`config.mk`:
```
export PLATFORM = sky130hd
export DESIGN_NAME = disk_mesh_index_generator_unit
export DESIGN_NICKNAME = d
export VERILOG_FILES = /design/src/rtl/core/dmig_pkg.sv /design/src/rtl/core/dmig_cfg.sv /design/src/rtl/core/dmig_step.sv /design/src/rtl/core/disk_mesh_index_generator_unit.sv
export SDC_FILE = /design/constraint.sdc
export NUM_CORES = 1
export LEC_CHECK = 0
export ABC_AREA = 1
export BUFFER_PORTS_ARGS = -buffer_cell sky130_fd_sc_hd__clkbuf_2
export CELL_PAD_IN_SITES_DETAIL_PLACEMENT = 1
export CELL_PAD_IN_SITES_GLOBAL_PLACEMENT = 1
export CORE_MARGIN = 4
export CORE_UTILIZATION = 40
export CTS_CLUSTER_SIZE = 25
export DETAILED_ROUTE_END_ITERATION = 7
export HOLD_SLACK_MARGIN = 0.1
export PLACE_DENSITY = 0.69
export SLEW_MARGIN = 20
export SYNTH_ARGS = -nofsm -noshare
export SYNTH_HDL_FRONTEND = slang
export SYNTH_SLANG_ARGS = --single-unit
```
`constraint.sdc`:
```
create_clock -name clk_i -period 17.3 [get_ports clk_i]
set_input_delay 2.595 -clock clk_i [delete_from_list [all_inputs] [get_ports clk_i]]
set_output_delay 2.595 -clock clk_i [all_outputs]
set_load 0.03 [all_outputs]
```
`src/rtl/core/dmig_pkg.sv`:
```
`timescale 1ns / 1ps
// ----------------------------------------------------------------------------
// dmig_pkg
// Shared types and constants of the disk mesh index generator.
// ----------------------------------------------------------------------------
package dmig_pkg;

  localparam int unsigned MaxRings    = 4096;
  localparam int unsigned MaxSegments = 4096;

  localparam int unsigned CfgW = 13;  // configuration register width
  localparam int unsigned PosW = 12;  // ring and segment position width
  localparam int unsigned IdxW = 25;  // vertex index width

  localparam logic [CfgW-1:0] RingCountReset    = CfgW'(2);
  localparam logic [CfgW-1:0] SegmentCountReset = CfgW'(3);
  localparam logic [CfgW-1:0] MinRings          = CfgW'(2);
  localparam logic [CfgW-1:0] MinSegments       = CfgW'(3);

  typedef enum logic [0:0] {
    REG_RING_COUNT    = 1'b0,
    REG_SEGMENT_COUNT = 1'b1
  } dmig_reg_e;

  // traversal position
  typedef struct packed {
    logic            in_annulus;
    logic [PosW-1:0] ring_pos;
    logic [PosW-1:0] seg_pos;
    logic            second_half;
  } dmig_state_t;

  // effective geometry after saturation
  typedef struct packed {
    logic [CfgW-1:0] rings;
    logic [CfgW-1:0] segs;
  } dmig_geom_t;

  typedef struct packed {
    logic [IdxW-1:0] first_index;
    logic [IdxW-1:0] second_index;
    logic [IdxW-1:0] third_index;
    logic            last_triangle;
    logic            config_error;
  } dmig_tri_t;

  localparam dmig_state_t StartState = '{
    in_annulus:  1'b0,
    ring_pos:    '0,
    seg_pos:     '0,
    second_half: 1'b0
  };

endpackage

```
`src/rtl/core/dmig_cfg.sv`:
```
`timescale 1ns / 1ps
// ----------------------------------------------------------------------------
// dmig_cfg
// Ring and segment count registers with saturation to the mesh limits.
// ----------------------------------------------------------------------------
module dmig_cfg import dmig_pkg::*; (
  input  logic            clk_i,
  input  logic            rst_ni,
  input  logic            cfg_valid_i,
  output logic            cfg_ready_o,
  input  dmig_reg_e       cfg_index_i,
  input  logic [CfgW-1:0] cfg_data_i,
  output dmig_geom_t      geom_o
);

  localparam logic [CfgW-1:0] RingLimit = CfgW'(MaxRings);
  localparam logic [CfgW-1:0] SegLimit  = CfgW'(MaxSegments);

  logic [CfgW-1:0] ring_count_q;
  logic [CfgW-1:0] segment_count_q;

  assign cfg_ready_o = 1'b1;

  always_ff @(posedge clk_i or negedge rst_ni) begin
    if (!rst_ni) begin
      ring_count_q    <= RingCountReset;
      segment_count_q <= SegmentCountReset;
    end else if (cfg_valid_i) begin
      unique case (cfg_index_i)
        REG_RING_COUNT:    ring_count_q    <= cfg_data_i;
        REG_SEGMENT_COUNT: segment_count_q <= cfg_data_i;
        default: ;
      endcase
    end
  end

  always_comb begin
    geom_o.rings = (ring_count_q > RingLimit) ? RingLimit : ring_count_q;
    geom_o.segs  = (segment_count_q > SegLimit) ? SegLimit : segment_count_q;
  end

endmodule

```
`src/rtl/core/dmig_step.sv`:
```
`timescale 1ns / 1ps
// ----------------------------------------------------------------------------
// dmig_step
// Triangle indices and next traversal position for one request.
// ----------------------------------------------------------------------------
module dmig_step import dmig_pkg::*; (
  input  dmig_state_t state_i,
  input  dmig_geom_t  geom_i,
  input  logic        restart_i,
  output dmig_state_t state_o,
  output dmig_tri_t   tri_o
);

  dmig_state_t     st_restart;
  dmig_state_t     st;
  logic            geom_err;
  logic            out_of_range;
  logic [CfgW-1:0] s_inc;
  logic            last_seg;
  logic [PosW-1:0] nxt;
  logic [PosW-1:0] r;
  logic [PosW-1:0] s;
  logic [IdxW-1:0] prod;
  logic [IdxW-1:0] base_r;
  logic [IdxW-1:0] base_r1;
  logic            last_ring;

  always_comb begin
    st_restart = restart_i ? StartState : state_i;
    geom_err   = (geom_i.rings < MinRings) || (geom_i.segs < MinSegments);
    // drop a position that no longer fits the geometry
    out_of_range = ({1'b0, st_restart.seg_pos} >= geom_i.segs) ||
                   (st_restart.in_annulus &&
                    (CfgW'(st_restart.ring_pos) + CfgW'(1) >= geom_i.rings));
    st = out_of_range ? StartState : st_restart;

    s        = st.seg_pos;
    r        = st.ring_pos;
    s_inc    = CfgW'(s) + CfgW'(1);
    last_seg = (s_inc == geom_i.segs);
    nxt      = last_seg ? '0 : s_inc[PosW-1:0];

    prod    = IdxW'(r) * IdxW'(geom_i.segs);
    base_r  = prod + IdxW'(1);
    base_r1 = base_r + IdxW'(geom_i.segs);

    last_ring = ((CfgW+1)'(r) + (CfgW+1)'(2)) >= (CfgW+1)'(geom_i.rings);
  end

  always_comb begin
    state_o = st;
    tri_o   = '0;
    if (geom_err) begin
      state_o             = StartState;
      tri_o.config_error  = 1'b1;
    end else if (!st.in_annulus) begin
      // centre fan
      tri_o.first_index  = '0;
      tri_o.second_index = IdxW'(s) + IdxW'(1);
      tri_o.third_index  = IdxW'(nxt) + IdxW'(1);
      if (last_seg) begin
        state_o            = StartState;
        state_o.in_annulus = 1'b1;
      end else begin
        state_o.seg_pos = s_inc[PosW-1:0];
      end
    end else if (!st.second_half) begin
      tri_o.first_index   = base_r + IdxW'(s);
      tri_o.second_index  = base_r1 + IdxW'(s);
      tri_o.third_index   = base_r + IdxW'(nxt);
      state_o.second_half = 1'b1;
    end else begin
      tri_o.first_index   = base_r + IdxW'(nxt);
      tri_o.second_index  = base_r1 + IdxW'(s);
      tri_o.third_index   = base_r1 + IdxW'(nxt);
      state_o.second_half = 1'b0;
      if (last_seg) begin
        state_o.seg_pos = '0;
        if (last_ring) begin
          tri_o.last_triangle = 1'b1;
          state_o             = StartState;
        end else begin
          state_o.ring_pos = PosW'(CfgW'(r) + CfgW'(1));
        end
      end else begin
        state_o.seg_pos = s_inc[PosW-1:0];
      end
    end
  end

endmodule

```
`src/rtl/core/disk_mesh_index_generator_unit.sv`:
```
`timescale 1ns / 1ps
// ----------------------------------------------------------------------------
// disk_mesh_index_generator_unit
// Emits the triangle index list of a disk mesh, one triangle per request.
// ----------------------------------------------------------------------------
// Each accepted request yields one triangle in the output register the cycle
// after; while in_stall_o is low a request can be accepted every cycle.
// The traversal position updates at acceptance; out_stall_i may hold the register
// while the next request still enters once that register drains. The cycle
// time is set by the position check, the ring-times-segments multiply and the
// index adders feeding the output register. Triangles run through the centre
// fan first, then two per sector for each ring pair; restart_i jumps back to
// the first fan triangle. Ring count below 2 or segment count below 3 gives a
// result with config_error set and zero indices.
module disk_mesh_index_generator_unit import dmig_pkg::*; (
  input  logic            clk_i,
  input  logic            rst_ni,
  input  logic            cfg_valid_i,
  output logic            cfg_ready_o,
  input  dmig_reg_e       cfg_index_i,
  input  logic [CfgW-1:0] cfg_data_i,
  input  logic            in_valid_i,
  output logic            in_stall_o,
  input  logic            restart_i,
  output logic            out_valid_o,
  input  logic            out_stall_i,
  output logic [IdxW-1:0] first_index_o,
  output logic [IdxW-1:0] second_index_o,
  output logic [IdxW-1:0] third_index_o,
  output logic            last_triangle_o,
  output logic            config_error_o
);

  dmig_geom_t  geom;
  dmig_state_t state_q;
  dmig_state_t state_d;
  dmig_tri_t   tri_d;
  dmig_tri_t   tri_q;
  logic        out_valid_q;
  logic        accept;

  dmig_cfg u_cfg (
    .clk_i       (clk_i),
    .rst_ni      (rst_ni),
    .cfg_valid_i (cfg_valid_i),
    .cfg_ready_o (cfg_ready_o),
    .cfg_index_i (cfg_index_i),
    .cfg_data_i  (cfg_data_i),
    .geom_o      (geom)
  );

  dmig_step u_step (
    .state_i   (state_q),
    .geom_i    (geom),
    .restart_i (restart_i),
    .state_o   (state_d),
    .tri_o     (tri_d)
  );

  // take a new item whenever the output register is empty or draining
  assign in_stall_o = out_valid_q && out_stall_i;
  assign accept     = in_valid_i && !in_stall_o;

  always_ff @(posedge clk_i or negedge rst_ni) begin
    if (!rst_ni) begin
      state_q     <= StartState;
      out_valid_q <= 1'b0;
    end else begin
      if (accept) begin
        state_q <= state_d;
      end
      if (accept) begin
        out_valid_q <= 1'b1;
      end else if (!out_stall_i) begin
        out_valid_q <= 1'b0;
      end
    end
  end

  always_ff @(posedge clk_i) begin
    if (accept) begin
      tri_q <= tri_d;
    end
  end

  assign out_valid_o     = out_valid_q;
  assign first_index_o   = tri_q.first_index;
  assign second_index_o  = tri_q.second_index;
  assign third_index_o   = tri_q.third_index;
  assign last_triangle_o = tri_q.last_triangle;
  assign config_error_o  = tri_q.config_error;

endmodule
```
==> impl_metrics.yaml, run 1 <==
placement:
  place_inst: 3049
  dp.final_hpwl_um: 53610
  place_ws_ps: 3076
  gp_congestion: 0.9334
  numPortBuffers: 98
floorplanning:
  row_count: 76
  die_w_um: 216.6
  initial_core_util_pct: 40.42
  die_h_um: 216.6
  core_area_um2: 43080
  pin_count: 100
  fp.dieArea_um2: 46930
power:
  pwr-share-seq_pct: 25.9
  p_leak_uw: 0.009612
  combPwrFrac_pct: 45.9
  ir_drop_v: 0.00006905
  intPower_uw: 807.3
  finalPower_uw: 1461
  pwr-share-clk_pct: 28.2
  powerDensity_nw_per_um2: 75.89
  p_sw_uw: 653.6
  p_sw_share_pct: 44.74
synthesis:
  ys_seq_elements: 130
  syn_area_um2: 17410
  synth_warnings: 0
  synthesis.nets: 2698
  synth_top_area_share_pct: 13.28
  netlist_top_cells_area: "edfxtp_1, fa_1, nand2_1"
  yosysTopAreaCell: "edfxtp_1"
  syn_inst: 2395
  synthArstFlopShare_pct: 40.77
  synth.distinct_cells: 62
  synth_edf_count: 77
  ys.flop_type: "edfxtp_1"
  syn_avg_cell_area_um2: 7.269
  ys_seq_area_share_pct: 20.92
routing:
  via_per_inst: 5.385
  vias: 16592
  drtAntennaViolNets: 0
  routed_wirelength_um: 65470
  wl_per_cell_um: 21.25
  drtIter0Drc: 1075
  drc: 0
  drt-pass1-iter-count: 5
sta:
  worstMarginPinSlew_ps: 1087
  rsz0062_at_grt: "no"
  final.setup.tns_ps: 0
  hold_viol: 0
  holdWs_ps: 486.2
  maxSlewHeadroom_pct: 27.25
  setup_viol: 0
  period_needed_ps: 13880
  max_freq_mhz: 72.04
  min_period_over_period_pct: 80.24
  maxSlewViolCount: 0
  skew_ps: 15.89
  fin_ws_ps: 3419
clock_tree:
  cts-root-buf: "clkbuf_16"
  cts_sinks: 130
  cts_tree: "done"
  post_cts_buffers: 0
  cts_resized: 0
  cts_buffers: 17
  clk_latency_ps: 480
  holdBufCountCts: 0
  clk_pin_slew_ps: 60
  clockBufferDepth: 2
  h-tree-depth: 4
layout:
  seqCellArea_um2: 3642
  drive_above_1_share_pct: 10.42
  antennaDiodeCount: 0
  multi_input_area_um2: 12030
  instances_no_fill: 3081
  fillers: 5470
  nets: 2786
  area_growth_pct: 10.56
critical_path:
  crit_buf_inv: 9
  cpMostUsedCell: "nand2_1"
  required_ps: 17540
  worst_setup_path_start_kind: "primary input"
  cp-end-kind: "flop"
  cpPeakStageDelay_ps: 870
  cpMaxStageDelayCell: "nor2_1"
  worst-endpoint-arrival_ps: 14120
  critPathMaxFanout: 23
  critPathKind: "primary input to flop"
  crit_family: "simple AND/OR/NAND/NOR gates"
hold_path:
  hp-class: "flop to flop"
global_route:
  globalRouteTotalUtil_pct: 28.33
  grt_pass1_vias: 17723
  grt_overflow_total: 0
  grt_pass1_wl_um: 102500
  antenna_found_initial: 0
  grt_max_degree: 59
flow_run:
  cap_violations: 0
status:
  status: "completed"
per-stage QoR:
stage | area (um^2) | utilization (%)
after floorplan | 17410 | -
after global placement | 18610 | 43.19
after detailed placement | 18610 | 43.19
after CTS | 19250 | 44.69
after global routing | 19250 | 44.69
final | 19250 | 44.69
synth_stat cells (all sizes together) (3+ instances only):
master,n
xor2,88
xnor2,26
nor3,24
dfstp,3
a21oi,161
o31ai,3
buf,12
or2,9
and3,3
ha,169
clkinv,13
a31oi,8
a211oi,7
nand4,24
edfxtp,77
o21bai,6
a22oi,5
nor4,11
nand2,578
o21ai,147
dfrtp,50
a21o,8
nor2,245
o211ai,9
clkbuf,43
fa,114
o22ai,17
inv,389
nand3,132
o21a,3
power by group through the flow:
stage | sequential [uW] | clock, uW | combinational (uW)
2_1_floorplan | 403 | 0 | 435
3_3_place_gp | 384 | 0 | 646
3_5_place_dp | 385 | 0 | 662
4_1_cts | 379 | 423 | 668
5_1_grt | 382 | 435 | 745
6_report | 379 | 412 | 670
layer usage:
layer	track usage, %	wire length [um]
met5	0	0
met4	8.364	1706
met3	4.319	2963
met2	48.25	31400
met1	37.40	29400
worst register-to-register path, delay by kind of cell, from the launching register on:
family / cells / cell delay, ps
AND/OR/NAND/NOR: 26 / 5800
adder cells (fa/ha/maj): 7 / 3290
flip-flops: 1 / 560
AO/OA/AOI/OAI: 1 / 150
XOR/XNOR: 1 / 470
buffers and inverters: 8 / 1880
registers in the layout, summed over array words and instances (netlist names):
signal / count
u_cfg.ring_count_q: 13
out_valid_o: 1
state_q: 26
u_cfg.segment_count_q: 13
last_triangle_o: 1
config_error_o: 1
first_index_o: 25
third_index_o: 25
second_index_o: 25
area by class of cell:
| type | count | area share (%) |
|---|---|---|
| inverters | 402 | 7.858 |
| clock buffers | 17 | 2.210 |
| flip-flops and latches | 130 | 18.92 |
| well taps | 585 | 3.802 |
| repair buffers | 124 | 3.562 |
| multi-input cells | 1808 | 62.51 |
| clock inverters | 15 | 1.137 |
worst paths after layout:
check | start | to | slack, ps | depth (start not counted)
setup / recovery | restart_i | third_index_o[24] | 3420 | 48
hold / removal | u_cfg.segment_count_q[10] | u_cfg.segment_count_q[10] | 490 | 2
setup reg to reg | u_cfg.segment_count_q[12] | third_index_o[24] | 4950 | 43
hold reg to reg | u_cfg.segment_count_q[10] | u_cfg.segment_count_q[10] | 490 | 2
max in group asynchronous | rst_ni | state_q[1] | 14520 | 2
min in group asynchronous | rst_ni | u_cfg.ring_count_q[6] | 2260 | 2
logic make-up (layout without fill, tap and decap cells):
group           count (synthesis)  count (layout)  share of synthesized area (%)
simple gates                 1028            1028                          25.32
buf+inv                       457             558                          10.07
compound gates                382             382                          12.19
fa+ha+maj                     283             283                          25.25
flops                         130             130                          20.92
xor+xnor                      114             114                          6.231
other cells                     1               1                        0.02154
layout by cell type, fill, tap and decap left out, types with 80 or more instances in the layout:
cell type and n:
nand2_1 566, xor2_1 80, nand3_1 124, fa_1 114, nor2_1 213, clkbuf_2 98, inv_1 371, a21oi_1 160
ha_1 169, o21ai_0 126
No activity file was read; power rests on OpenSTA's default activity.
==> run 2: changes to the inputs <==
--- a/config.mk
+++ b/config.mk
@@ -5,7 +5,7 @@
 export SDC_FILE = /design/constraint.sdc
 export NUM_CORES = 1
 export LEC_CHECK = 0
-export ABC_AREA = 1
+export ABC_AREA = 0
 export BUFFER_PORTS_ARGS = -buffer_cell sky130_fd_sc_hd__clkbuf_2
 export CELL_PAD_IN_SITES_DETAIL_PLACEMENT = 1
 export CELL_PAD_IN_SITES_GLOBAL_PLACEMENT = 1
@@ -14,7 +14,7 @@
 export CTS_CLUSTER_SIZE = 25
 export DETAILED_ROUTE_END_ITERATION = 7
 export HOLD_SLACK_MARGIN = 0.1
-export PLACE_DENSITY = 0.69
+export PLACE_DENSITY = 0.7
 export SLEW_MARGIN = 20
 export SYNTH_ARGS = -nofsm -noshare
 export SYNTH_HDL_FRONTEND = slang
==> constraint.sdc (replaced) <==
create_clock -name clk_i -period 12.1 [get_ports clk_i]
set_input_delay 1.815 -clock clk_i [delete_from_list [all_inputs] [get_ports clk_i]]
set_output_delay 1.815 -clock clk_i [all_outputs]
set_load 0.03 [all_outputs]
==> run 2 against run 1 <==
Compared with the run above:
- total power increased by 6.8%
- highest routed layer is now met5
- largest power group is now clock
- die area decreased by 3.7%
- first-iteration DRC count decreased by 13%
==> impl_metrics.yaml, run 2 <==
synthesis:
  synth_top_area_share_pct: 13.81
  syn_area_um2: 16750
  netlist_top_cells_area: "edfxtp_1, fa_1, ha_1"
  synthesis.nets: 2289
  ys.flop_type: "edfxtp_1"
  synth.distinct_cells: 94
  ys_seq_area_share_pct: 21.75
  syn_avg_cell_area_um2: 8.433
  ys_seq_elements: 130
  yosysMostFrequentCell: "nand2_1"
  yosysTopAreaCell: "edfxtp_1"
  syn_inst: 1986
  synth_common_cells: "nand2_1, nor2_1, inv_1"
  synth_edf_count: 77
  synthArstFlopShare_pct: 40.77
  synth_warnings: 0
sta:
  max_freq_mhz: 86.21
  hold_viol: 0
  setup_viol: 0
  maxSlewViolCount: 0
  min_period_over_period_pct: 95.87
  rsz0062_at_grt: "no"
  holdWs_ps: 488.2
  period_needed_ps: 11600
  worstMarginPinSlew_ps: 907.8
  skew_ps: 14.64
  maxSlewHeadroom_pct: 37.91
placement:
  postPlaceCellArea_um2: 18360
  numPortBuffers: 98
  dp.final_hpwl_um: 50610
  place_inst: 2629
  gp_congestion: 0.9535
critical_path:
  cpPeakStageDelay_ps: 560
  critPathMaxFanout: 9
  r2r-end: "third_index_o[24]"
  r2r-start: "u_cfg.ring_count_q[2]"
  critPathKind: "primary input to flop"
  worst_setup_path_start_kind: "primary input"
  reg2reg_slack_ps: 1380
  worst-endpoint-arrival_ps: 11870
  crit_path_start: "restart_i"
  cpMaxStageDelayCell: "fa_1"
  cp-end-kind: "flop"
  required_ps: 12370
  reg2reg_depth: 35
layout:
  final_cell_mix: "nand2_1, nor2_1, inv_1, ha_1, fa_1"
  area_growth_pct: 13.93
  largest_reg_flops: 26
  antennaDiodeCount: 0
  nets: 2419
  multi_input_area_um2: 12160
  instances_no_fill: 2661
  largest-register: "state_q"
  final_cell_area_um2: 19080
  fillers: 4928
  drive_above_1_share_pct: 14.33
  final_common_cell: "nand2_1"
  seqCellArea_um2: 3642
floorplanning:
  pin_count: 100
  die_w_um: 212.6
  core_area_um2: 41110
  fp.dieArea_um2: 45210
  initial_core_util_pct: 40.74
  row_count: 74
  die_h_um: 212.6
power:
  powerDensity_nw_per_um2: 81.79
  ir_drop_v: 0.00009325
  p_leak_uw: 0.008785
  finalPower_uw: 1561
clock_tree:
  cts_buffers: 17
  clk_pin_slew_ps: 60
  clk_latency_ps: 480
  cts_sinks: 130
  cts-root-buf: "clkbuf_16"
  clockBufferDepth: 2
  cts_tree: "done"
  h-tree-depth: 4
  post_cts_buffers: 0
hold_path:
  min-delay-start: "state_q[9]"
  min_to: "state_q[9]"
  holdPathStages: 2
  hp-class: "flop to flop"
routing:
  drtAntennaViolNets: 0
  drc: 0
  via_per_inst: 5.713
  drtIter0Drc: 936
  vias: 15201
  drt-pass1-iter-count: 5
  routed_wirelength_um: 62100
  wl_per_cell_um: 23.34
global_route:
  grt_pass1_vias: 16253
  antenna_found_initial: 1
  grt_pass1_wl_um: 95930
  grt_overflow_total: 0
  grt_max_degree: 63
  globalRouteTotalUtil_pct: 27.87
status:
  status: "completed"
flow_run:
  cap_violations: 0
## run 2: cell types whose count changed after synthesis, sizes merged, moves of 34 or more
cell,change
xor2,-37
nand2,-333
a21oi,-63
nand3,-95
o21ai,-68
inv,-197
xnor2,+78
nor3,+34
## run 2: metrics by stage
stage                     util (%)  worst slack, ps  TNS [ps]
final                        46.41            499.8         0
after global routing         46.41            3.781         0
after CTS                    46.30            186.4         0
after detailed placement     44.67           -311.8     -1231
after global placement       44.67           -3.715    -3.715
after floorplan                  -            1.030         0
## run 2: worst max-delay path, delay by kind of cell
kind            cells  cell delay, ps
compound gates      9            2290
buf+inv             6             590
fa+ha+maj           9            3700
xor+xnor            3             560
simple gates       12            2890
## run 2: layout make-up
cell class                 count  area share, %
clock buffer                  20          2.289
multi-input combinational   1577          63.75
timing repair buffer         192          6.269
tap                          532          3.489
inverter                     198          3.902
clock inverter                12          1.213
sequential                   130          19.09
## run 2: metal layers
metal | part of all wire (%) | GRT usage (%) | vias up
li1 | - | - | 7078
met1 | 44 | 36.17 | 7554
met2 | 47 | 46.40 | 435
met3 | 4.9 | 4.146 | 132
met4 | 4.6 | 12.13 | 2
met5 | 0.011 | 0 | -
## run 2: how the worst max path moves through the flow
stage	end
2_1_floorplan	third_index_o[24]
3_3_place_gp	second_index_o[17]
3_5_place_dp	second_index_o[17]
4_1_cts	second_index_o[17]
5_1_grt	second_index_o[17]
6_report	third_index_o[24]
## run 2: logic make-up (layout without fill, tap and decap cells)
family | after synthesis | in the layout | synth area share (%)
and+or+nand+nor | 738 | 738 | 20.49
other | 1 | 1 | 0.02239
muxes | 29 | 29 | 1.920
buffers and inverters | 279 | 422 | 6.343
AOI/OAI and AO/OA | 371 | 371 | 14.93
DFF | 130 | 130 | 21.75
xor gates and xnor gates | 155 | 155 | 8.285
adders and majority gates | 283 | 283 | 26.25
## run 2: timing repair
| action | CTS | global route |
|---|---|---|
| endpoints found under the setup margin | 0 | 11 |
| resized for setup | 0 | 11 |
| hold buffers | 0 | 0 |
## run 2: where the power goes
group / internal [uW] / switching, uW
Combinational: 137 / 277
Clock: 388 / 225
Sequential: 505 / 27.4
Total: 1030 / 530
